$ cat src/lpwm_pkg.sv
// ----------------------------------------------------------------------------
// lpwm_pkg
// Shared types and constants for the three-channel LED PWM controller.
// ----------------------------------------------------------------------------
package lpwm_pkg;

  localparam int OP_W      = 3;
  localparam int LED_W     = 2;
  localparam int PCT_W     = 8;
  localparam int DUTY_W    = 7;
  localparam int CHAN_MAX  = 8;
  localparam int CH_IDX_W  = 3;

  localparam logic [OP_W-1:0] OP_WRITE  = 3'd0;
  localparam logic [OP_W-1:0] OP_TOGGLE = 3'd1;
  localparam logic [OP_W-1:0] OP_PWM    = 3'd2;
  localparam logic [OP_W-1:0] OP_READ   = 3'd3;
  localparam logic [OP_W-1:0] OP_TICK   = 3'd4;

  localparam logic [PCT_W-1:0] PCT_LIMIT = 8'd100;

  typedef struct packed {
    logic [OP_W-1:0]  op;
    logic [LED_W-1:0] led;
    logic             level;
    logic [PCT_W-1:0] percent;
  } req_t;

  typedef struct packed {
    logic             go;
    logic             sel;
    logic [OP_W-1:0]  op;
    logic             level;
    logic [PCT_W-1:0] percent;
  } chan_cmd_t;

endpackage

$ cat src/lpwm_timebase.sv
// ----------------------------------------------------------------------------
// lpwm_timebase
// Prescaler and shared single-slope PWM period counter.
// ----------------------------------------------------------------------------
module lpwm_timebase import lpwm_pkg::*; #(
  parameter int PRESCALE   = 16,
  parameter int PERIOD_TOP = 99,
  parameter int PS_W       = 4,
  parameter int CNT_W      = 7
) (
  input  logic             clk,
  input  logic             rst_n,
  input  logic             tick,
  output logic [CNT_W-1:0] period_nxt
);

  logic [PS_W-1:0]  pre_r;
  logic [PS_W-1:0]  pre_nxt;
  logic [CNT_W-1:0] period_r;

  always_comb begin
    pre_nxt    = pre_r;
    period_nxt = period_r;
    if (tick) begin
      if (pre_r == PS_W'(PRESCALE - 1)) begin
        pre_nxt = '0;
        if (period_r == CNT_W'(PERIOD_TOP)) begin
          period_nxt = '0;
        end else begin
          period_nxt = period_r + CNT_W'(1);
        end
      end else begin
        pre_nxt = pre_r + PS_W'(1);
      end
    end
  end

  always_ff @(posedge clk) begin
    if (!rst_n) begin
      pre_r    <= '0;
      period_r <= '0;
    end else begin
      pre_r    <= pre_nxt;
      period_r <= period_nxt;
    end
  end

endmodule

$ cat src/lpwm_chan.sv
// ----------------------------------------------------------------------------
// lpwm_chan
// One LED channel: mode, output bit and duty, with read and pin logic.
// ----------------------------------------------------------------------------
module lpwm_chan import lpwm_pkg::*; #(
  parameter int CNT_W = 7
) (
  input  logic             clk,
  input  logic             rst_n,
  input  chan_cmd_t        cmd,
  input  logic [CNT_W-1:0] period_nxt,
  output logic             lit,
  output logic             pin_nxt
);

  localparam int CMP_W = (CNT_W > DUTY_W) ? CNT_W : DUTY_W;

  logic              mode_r;
  logic              mode_nxt;
  logic              bit_r;
  logic              bit_nxt;
  logic [DUTY_W-1:0] duty_r;
  logic [DUTY_W-1:0] duty_nxt;

  always_comb begin
    mode_nxt = mode_r;
    bit_nxt  = bit_r;
    duty_nxt = duty_r;
    if (cmd.go && cmd.sel) begin
      case (cmd.op)
        OP_WRITE: begin
          mode_nxt = 1'b0;
          bit_nxt  = cmd.level;
        end
        OP_TOGGLE: begin
          mode_nxt = 1'b0;
          bit_nxt  = ~bit_r;
        end
        OP_PWM: begin
          if (cmd.percent <= PCT_LIMIT) begin
            mode_nxt = 1'b1;
            duty_nxt = cmd.percent[DUTY_W-1:0];
          end
        end
        default: begin
        end
      endcase
    end
  end

  assign lit     = mode_r ? (duty_r != '0) : bit_r;
  assign pin_nxt = mode_nxt ? (CMP_W'(period_nxt) < CMP_W'(duty_nxt)) : bit_nxt;

  always_ff @(posedge clk) begin
    if (!rst_n) begin
      mode_r <= 1'b0;
      bit_r  <= 1'b0;
      duty_r <= '0;
    end else begin
      mode_r <= mode_nxt;
      bit_r  <= bit_nxt;
      duty_r <= duty_nxt;
    end
  end

endmodule

$ cat src/three_channel_led_pwm_controller.sv
// ----------------------------------------------------------------------------
// three_channel_led_pwm_controller
// LED controller with switched and dimmed modes over a shared PWM counter.
// ----------------------------------------------------------------------------
// Takes one request per clock while the result side keeps up and returns one
// result per request from the output register. A request is held in an
// input register; the channel state, the prescaler and the period counter
// update from it in the same cycle that its result is loaded into the output
// register, so the input and output registers set the rate and latency. The
// pins in each result show the drive levels after that request. Pins of
// channels at or above CHANNELS read 0.
module three_channel_led_pwm_controller import lpwm_pkg::*; #(
  parameter int PRESCALE   = 16,
  parameter int PERIOD_TOP = 99,
  parameter int CHANNELS   = 3
) (
  input  logic             clk,
  input  logic             rst_n,
  input  logic             in_valid,
  output logic             in_ready,
  input  logic [OP_W-1:0]  in_op,
  input  logic [LED_W-1:0] in_led,
  input  logic             in_level,
  input  logic [PCT_W-1:0] in_percent,
  output logic             out_valid,
  input  logic             out_ready,
  output logic             out_read_lit,
  output logic             out_rejected,
  output logic             out_pin_red,
  output logic             out_pin_green,
  output logic             out_pin_blue
);

  localparam int PS_W  = (PRESCALE > 1) ? $clog2(PRESCALE) : 1;
  localparam int CNT_W = $clog2(PERIOD_TOP + 1);

  req_t                s1_r;
  logic                s1_valid_r;
  logic                go;
  logic [CNT_W-1:0]    period_nxt;
  logic [CHAN_MAX-1:0] lit_all;
  logic [CHAN_MAX-1:0] pin_all;
  logic [CH_IDX_W-1:0] idx;
  logic                out_valid_r;
  logic                read_lit_r;
  logic                rejected_r;
  logic [2:0]          pins_r;

  assign go       = s1_valid_r && (!out_valid_r || out_ready);
  assign in_ready = !s1_valid_r || go;
  assign idx      = CH_IDX_W'(s1_r.led);

  always_ff @(posedge clk) begin
    if (!rst_n) begin
      s1_valid_r <= 1'b0;
    end else if (in_ready) begin
      s1_valid_r <= in_valid;
    end
  end

  always_ff @(posedge clk) begin
    if (in_valid && in_ready) begin
      s1_r <= '{op: in_op, led: in_led, level: in_level, percent: in_percent};
    end
  end

  lpwm_timebase #(
    .PRESCALE   (PRESCALE),
    .PERIOD_TOP (PERIOD_TOP),
    .PS_W       (PS_W),
    .CNT_W      (CNT_W)
  ) u_timebase (
    .clk        (clk),
    .rst_n      (rst_n),
    .tick       (go && (s1_r.op == OP_TICK)),
    .period_nxt (period_nxt)
  );

  for (genvar g = 0; g < CHAN_MAX; g++) begin : g_chan
    if (g < CHANNELS) begin : g_on
      chan_cmd_t cmd;
      assign cmd = '{go: go, sel: (idx == CH_IDX_W'(g)), op: s1_r.op,
                     level: s1_r.level, percent: s1_r.percent};
      lpwm_chan #(
        .CNT_W (CNT_W)
      ) u_chan (
        .clk        (clk),
        .rst_n      (rst_n),
        .cmd        (cmd),
        .period_nxt (period_nxt),
        .lit        (lit_all[g]),
        .pin_nxt    (pin_all[g])
      );
    end else begin : g_off
      assign lit_all[g] = 1'b0;
      assign pin_all[g] = 1'b0;
    end
  end

  always_ff @(posedge clk) begin
    if (!rst_n) begin
      out_valid_r <= 1'b0;
    end else if (go) begin
      out_valid_r <= 1'b1;
    end else if (out_ready) begin
      out_valid_r <= 1'b0;
    end
  end

  always_ff @(posedge clk) begin
    if (go) begin
      read_lit_r <= (s1_r.op == OP_READ) && lit_all[idx];
      rejected_r <= (s1_r.op == OP_PWM) && (s1_r.percent > PCT_LIMIT);
      pins_r     <= pin_all[2:0];
    end
  end

  assign out_valid     = out_valid_r;
  assign out_read_lit  = read_lit_r;
  assign out_rejected  = rejected_r;
  assign out_pin_red   = pins_r[0];
  assign out_pin_green = pins_r[1];
  assign out_pin_blue  = pins_r[2];

endmodule

$ cat config.mk
export PLATFORM = sky130hd
export DESIGN_NAME = three_channel_led_pwm_controller
export DESIGN_NICKNAME = d
export VERILOG_FILES = /design/src/lpwm_pkg.sv /design/src/lpwm_timebase.sv /design/src/lpwm_chan.sv /design/src/three_channel_led_pwm_controller.sv
export SDC_FILE = /design/constraint.sdc
export NUM_CORES = 1
export LEC_CHECK = 0
export BUFFER_PORTS_ARGS = -buffer_cell sky130_fd_sc_hd__buf_2
export CORE_UTILIZATION = 50
export DETAILED_ROUTE_END_ITERATION = 8
export PLACE_DENSITY = 0.69
export SYNTH_ARGS = -nofsm -noshare
export SYNTH_HDL_FRONTEND = slang
export SYNTH_SLANG_ARGS = --single-unit
$ cat constraint.sdc
create_clock -name clk -period 3.3 [get_ports clk]
set_input_delay 0.495 -clock clk [delete_from_list [all_inputs] [get_ports clk]]
set_output_delay 0.495 -clock clk [all_outputs]
set_load 0.01 [all_outputs]
==> results.cfg, run 1 <==
[drt]
first_pass_iters = 4
top_layer_used = met4
routed_via_density = 5.76
drc = 0
detail_route.wirelength_mm = 6.49
wl_per_cell_microns = 16.2
wl_met3_microns = 220
drtIter0Drc = 127
met1Wirelength_mm = 3.01
ant_nets = 0
vias = 2316
met2_length_mm = 3.13

[grt]
grt_pass1_wl_mm = 10.4
grt_max_degree = 41
grt_usage_pct = 22.2
grt_antenna_before_repair = 0
grt_pass1_vias = 2196
overflow = 0

[synth]
synth_top_area_share_pct = 26.1
syn_area_per_cell_sq_um = 10.4
synthDistinctLibCells = 55
synth_nets = 332
synth_seq_cells = 59
synth_edf_count = 19
seq_area_frac_synth_pct = 44.7
ys.flop_type = dfxtp_1
synth_cells = 294
synth_top_cell_by_area = dfxtp_1
synth.area.top_cells = dfxtp_1, edfxtp_1, ha_1
synthArstFlopShare_pct = 0
syn_area_sq_um = 3070
yosysWarnings = 0

[sta]
min_period_ns = 3.16
fin_tns_setup_ns = 0
max_slew.worst_pin.slew_ns = 0.688
slew_headroom_pct = 53.5
period_share_pct = 95.7
setup_viol = 0
fin_skew_ns = 0.00964
grt_setup_unrepaired = no
hold_viol = 0
setup_ws_ns = 0.143
max_freq_mhz = 317
whs_ns = 0.332
drv_slew = 0

[cts]
cts_root_buffer = clkbuf_8
clk_pin_slew_worst_paths_ns = 0.07
clock_path_buffers = 2
insertion_delay_ns = 0.33
clkSinkCount = 59
cts_made_buffers = 9
h-tree-depth = 3
cts_tree = built
hold_buffers = 0

[critical_path]
r2r_setup_slack_ns = 0.14
rr_startpoint = g_chan[0].g_on.cmd[9]
worstPathArrival_ns = 3.34
r2r_end = pins_r[2]
critPathCapture = pins_r[2]
crit_path_start_kind = flip-flop
crit_fanout = 7
endpoint_kind = flip-flop
worstSetupStartpoint = g_chan[0].g_on.cmd[9]
critPathKind = reg -> reg
critPathRequiredTime_ns = 3.48
worstRegToRegCells = 10

[pwr]
p_leak_nw = 1.42
powerDensity_nw_per_um2 = 424
vdd_drop_max_mv = 0.309

[final_layout]
nets = 360
antenna_cells = 0
fin_cells = 402
utilization_pct = 58.2
drive_gt1_share_pct = 15.3
area_growth_syn_to_layout_pct = 12.3

[floorplanning]
start_util_pct = 51.8
coreArea_sq_um = 5920
rows = 28
dieArea_sq_um = 6450
pin_count = 25
die_w_microns = 80.3
die_h_microns = 80.3

[hold_path]
worstHoldPathType = in -> reg

[place]
preCtsSetupSlack_ns = 0.130
gp_congestion = 0.842
dp_cells = 385
io_buffers = 24
dp_hpwl_mm = 4.82

[run]
maxCapViolations = 0

[outcome]
status = finished, final reports clean
cell usage after synthesis (all sizes together) (2+ instances only):
master,n
and2,13
xnor2,2
nand2b,3
o21ai,10
nand3,4
edfxtp,19
o211ai,3
nor4b,2
buf,3
ha,20
nor3,6
a21boi,6
o21a,6
nor2b,25
a21oi,16
nand4,3
dfxtp,40
inv,10
a31oi,2
nor2,10
nor4,5
a22o,2
nand2,18
or3,4
and3,6
or4,2
and4,3
a32oi,2
clkbuf,6
mux2i,22
a21o,6
metrics by stage:
stage                     power [mW]  instance area (sq um)
after floorplan                0.835                   3070
after global placement         0.862                   3250
after detailed placement       0.863                   3250
after CTS                       1.47                   3430
after global routing            1.52                   3440
final                           1.46                   3440
state kept, by name, indices dropped and copies added, names as in the netlist:
| name | count |
|---|---|
| pins_r | 3 |
| g_chan.g_on.cmd | 12 |
| u_timebase.pre_r | 4 |
| idx | 2 |
| out_read_lit | 1 |
| u_timebase.period_r | 7 |
| g_chan.g_on.u_chan.duty_r | 21 |
| out_rejected | 1 |
| s1_valid_r | 1 |
| out_valid | 1 |
| g_chan.g_on.u_chan.bit_r | 3 |
| g_chan.g_on.u_chan.mode_r | 3 |
worst max-delay path: stages (launching register included):
cell,delay [ns]
edfxtp_1,0.51
or3b_4,0.47
or4_4,0.49
nor2_8,0.19
mux2i_2,0.28
ha_1,0.29
a21o_1,0.17
a21o_1,0.19
a21oi_2,0.16
mux2i_1,0.09
a31oi_1,0.16
repair_timing:
item | 4_1_cts | 5_1_grt
endpoints found under the setup margin | 0 | 1
buffers inserted | 0 | 1
hold endpoints to repair | 0 | 0
gates resized for setup | 0 | 2
cell usage in the layout (no fill, tap or decap), types with 13 or more instances in the layout:
cell / synthesis / final
dfxtp_1: 40 / 40
nor2b_1: 25 / 25
buf_2: 3 / 24
mux2i_1: 22 / 21
ha_1: 20 / 20
edfxtp_1: 19 / 19
nand2_1: 16 / 16
a21oi_1: 16 / 15
and2_1: 13 / 13
layer usage:
layer  up-vias  GRT usage, %
met3        14          6.14
met2        39          36.2
met4         0          8.75
met1      1124          27.8
met5         -             0
li1       1139             -
how the worst min path moves through the flow:
stage	slack, ns	from	cells after the start	to
2_1_floorplan	0.46	u_timebase.pre_r[3]	2	u_timebase.pre_r[3]
3_3_place_gp	0.47	u_timebase.pre_r[3]	2	u_timebase.pre_r[3]
3_5_place_dp	0.50	u_timebase.pre_r[3]	2	u_timebase.pre_r[3]
4_1_cts	0.32	in_op[0]	1	g_chan[0].g_on.cmd[9]
5_1_grt	0.31	in_level	1	g_chan[0].g_on.cmd[8]
6_report	0.33	in_op[1]	1	g_chan[0].g_on.cmd[10]
area by class of cell:
type | count | area [sq um]
clock inverters | 4 | 42.5
inverters | 10 | 37.5
flip-flops and latches | 59 | 1370
repair buffers | 26 | 135
clock buffers | 12 | 135
well taps | 75 | 93.8
multi-input cells | 216 | 1630
fillers | 529 | 2480
where the power goes:
| group | switching, mW | internal [mW] | leakage, nW |
|---|---|---|---|
| Clock | 0.269 | 0.343 | 0.0894 |
| Combinational | 0.0361 | 0.0284 | 0.819 |
| Sequential | 0.0182 | 0.766 | 0.508 |
| Total | 0.323 | 1.14 | 1.42 |
cell families after synthesis:
group | synth area share [%]
simple gates | 22.4
buf+inv | 2.45
fa+ha+maj | 8.16
compound gates | 13.9
flops | 44.7
mux | 7.54
xor+xnor | 0.857
No activity file was read; power rests on OpenSTA's default activity.
==> run 2, diff against run 1 <==
CTS_BUF_LIST = sky130_fd_sc_hd__clkbuf_4   (was default)
RECOVER_POWER = 50   (was default)
==> run 2 against run 1 <==
  * Sequential share of layout area rose by 0.63 points
  * Largest cell class unchanged
  * First-iteration DRC count up 10%
  * Highest routed layer unchanged
  * Clock skew up 0.0046 ns
==> results.cfg, run 2 (synthesis gave the netlist of run 1 again) <==
[critical_path]
slowest_delay_ns = 0.52
crit_slowest_cell = edfxtp_1
worstPathArrival_ns = 3.41
endpoint_kind = flip-flop
crit_buf_inv = 0
crit_fanout = 7
crit_top_cell = a21o_1
path_delay_family = simple AND/OR/NAND/NOR gates
path_cells = or3b_4, or4_4, nor2_8, mux2i_2, ha_1, a21o_1, a21o_1, a21oi_2, mux2i_1, a31oi_1
worstSetupStartpoint = g_chan[0].g_on.cmd[9]
critPathRequiredTime_ns = 3.55
critPathKind = reg -> reg
crit_path_start_kind = flip-flop
rr_startpoint = g_chan[0].g_on.cmd[9]

[drt]
routed_via_density = 5.77
vias = 2321
wl_per_cell_microns = 16.1
drtIter0Drc = 140
detail_route.wirelength_mm = 6.48
drc = 0
ant_nets = 0
first_pass_iters = 4

[pwr]
vdd_drop_max_mv = 0.278
clockPowerShare_pct = 37.3
pwr-share-seq_pct = 57.9
p_leak_nw = 1.38
combPwrFrac_pct = 4.7
p_int_mw = 1.04
swShare_pct = 22.8
powerDensity_nw_per_um2 = 399
power_switching_mw = 0.308

[sta]
max_freq_mhz = 316
max_slew.worst_pin.slew_ns = 1.44
setup_viol = 0
drv_slew = 0
fin_skew_ns = 0.0143
min_period_ns = 3.16
fin_tns_setup_ns = 0
period_share_pct = 95.8
hold_viol = 0
grt_setup_unrepaired = no
whs_ns = 0.259
slew_headroom_pct = 3.91

[run]
maxCapViolations = 0

[final_layout]
utilization_pct = 57.3
final_common_cell = dfxtp_1
nets = 360
antenna_cells = 0
drive_gt1_share_pct = 14.1
reg_top3 = g_chan.g_on.u_chan.duty_r: 21 flops, g_chan.g_on.cmd: 12 flops, u_timebase.period_r: 7 flops
largest_reg_flops = 21
final_cell_mix = dfxtp_1, nor2b_1, mux2i_1
area_growth_syn_to_layout_pct = 10.5
regMostFlops = g_chan.g_on.u_chan.duty_r

[cts]
clock_path_buffers = 2
cts_root_buffer = clkbuf_4
insertion_delay_ns = 0.40
clkSinkCount = 59
cts_tree = built
cts_made_buffers = 9
hold_buffers = 0
h-tree-depth = 3
clk_pin_slew_worst_paths_ns = 0.10

[grt]
grt_pass1_wl_mm = 10.3
overflow = 0
grt_pass1_vias = 2188
grt_max_degree = 41
grt_antenna_before_repair = 0
grt_usage_pct = 22.1

[place]
io_buffers = 24
gp_congestion = 0.842
dp_hpwl_mm = 4.82

[floorplanning]
dieArea_sq_um = 6450
die_w_microns = 80.3
rows = 28
die_h_microns = 80.3
start_util_pct = 51.8
pin_count = 25
coreArea_sq_um = 5920

[outcome]
status = finished, final reports clean

[hold_path]
worstHoldPathType = in -> reg
worstHoldStart = in_op[1]
## run 2: changes by cell type in the layout (fill, tap and decap cells not counted), sizes merged
cell	change
clkbuf	+7
buf	-7
## run 2: worst paths after layout
kind,endpoint,slack [ns],cells after the start
max,pins_r[2],0.14,10
min,g_chan[0].g_on.cmd[10],0.26,1
max reg2reg,pins_r[2],0.14,10
min reg2reg,u_timebase.pre_r[3],0.52,2
## run 2: power groups by stage
| stage | clock network [mW] | logic [mW] | registers [mW] |
|---|---|---|---|
| 5_1_grt | 0.549 | 0.0699 | 0.786 |
| 3_3_place_gp | 0 | 0.0627 | 0.800 |
| 4_1_cts | 0.519 | 0.0637 | 0.783 |
| 2_1_floorplan | 0 | 0.0421 | 0.793 |
| 3_5_place_dp | 0 | 0.0632 | 0.800 |
| 6_report | 0.505 | 0.0637 | 0.784 |
## run 2: cell type report
cell class / count / area, sq um
repair buffers: 26 / 126
clock buffers: 12 / 90.1
well taps: 75 / 93.8
fillers: 539 / 2530
flip-flops and latches: 59 / 1370
clock inverters: 4 / 42.5
multi-input cells: 216 / 1630
inverters: 10 / 37.5
## run 2: stage by stage
stage	power (mW)	setup slack, ns	instance area (sq um)	cells
final	1.35	0.139	3390	402
after global routing	1.40	0.0210	3390	402
after CTS	1.37	0.0857	3380	401
after detailed placement	0.863	0.130	3250	385
after global placement	0.862	0.120	3250	385
after floorplan	0.835	0.501	3070	294
## run 2: metal layers
| metal | vias up | track usage [%] | part of all wire (%) |
|---|---|---|---|
| li1 | 1143 | - | - |
| met1 | 1125 | 27.3 | 46 |
| met2 | 41 | 36.2 | 48 |
| met3 | 12 | 6.48 | 3.7 |
| met4 | 0 | 8.21 | 1.8 |
| met5 | - | 0 | 0 |
## run 2: repair_timing
| action | 4_1_cts | 5_1_grt |
|---|---|---|
| gates resized for setup | 0 | 2 |
| endpoints found under the hold margin | 0 | 0 |
| setup buffers | 0 | 1 |
| setup endpoints to repair | 0 | 1 |
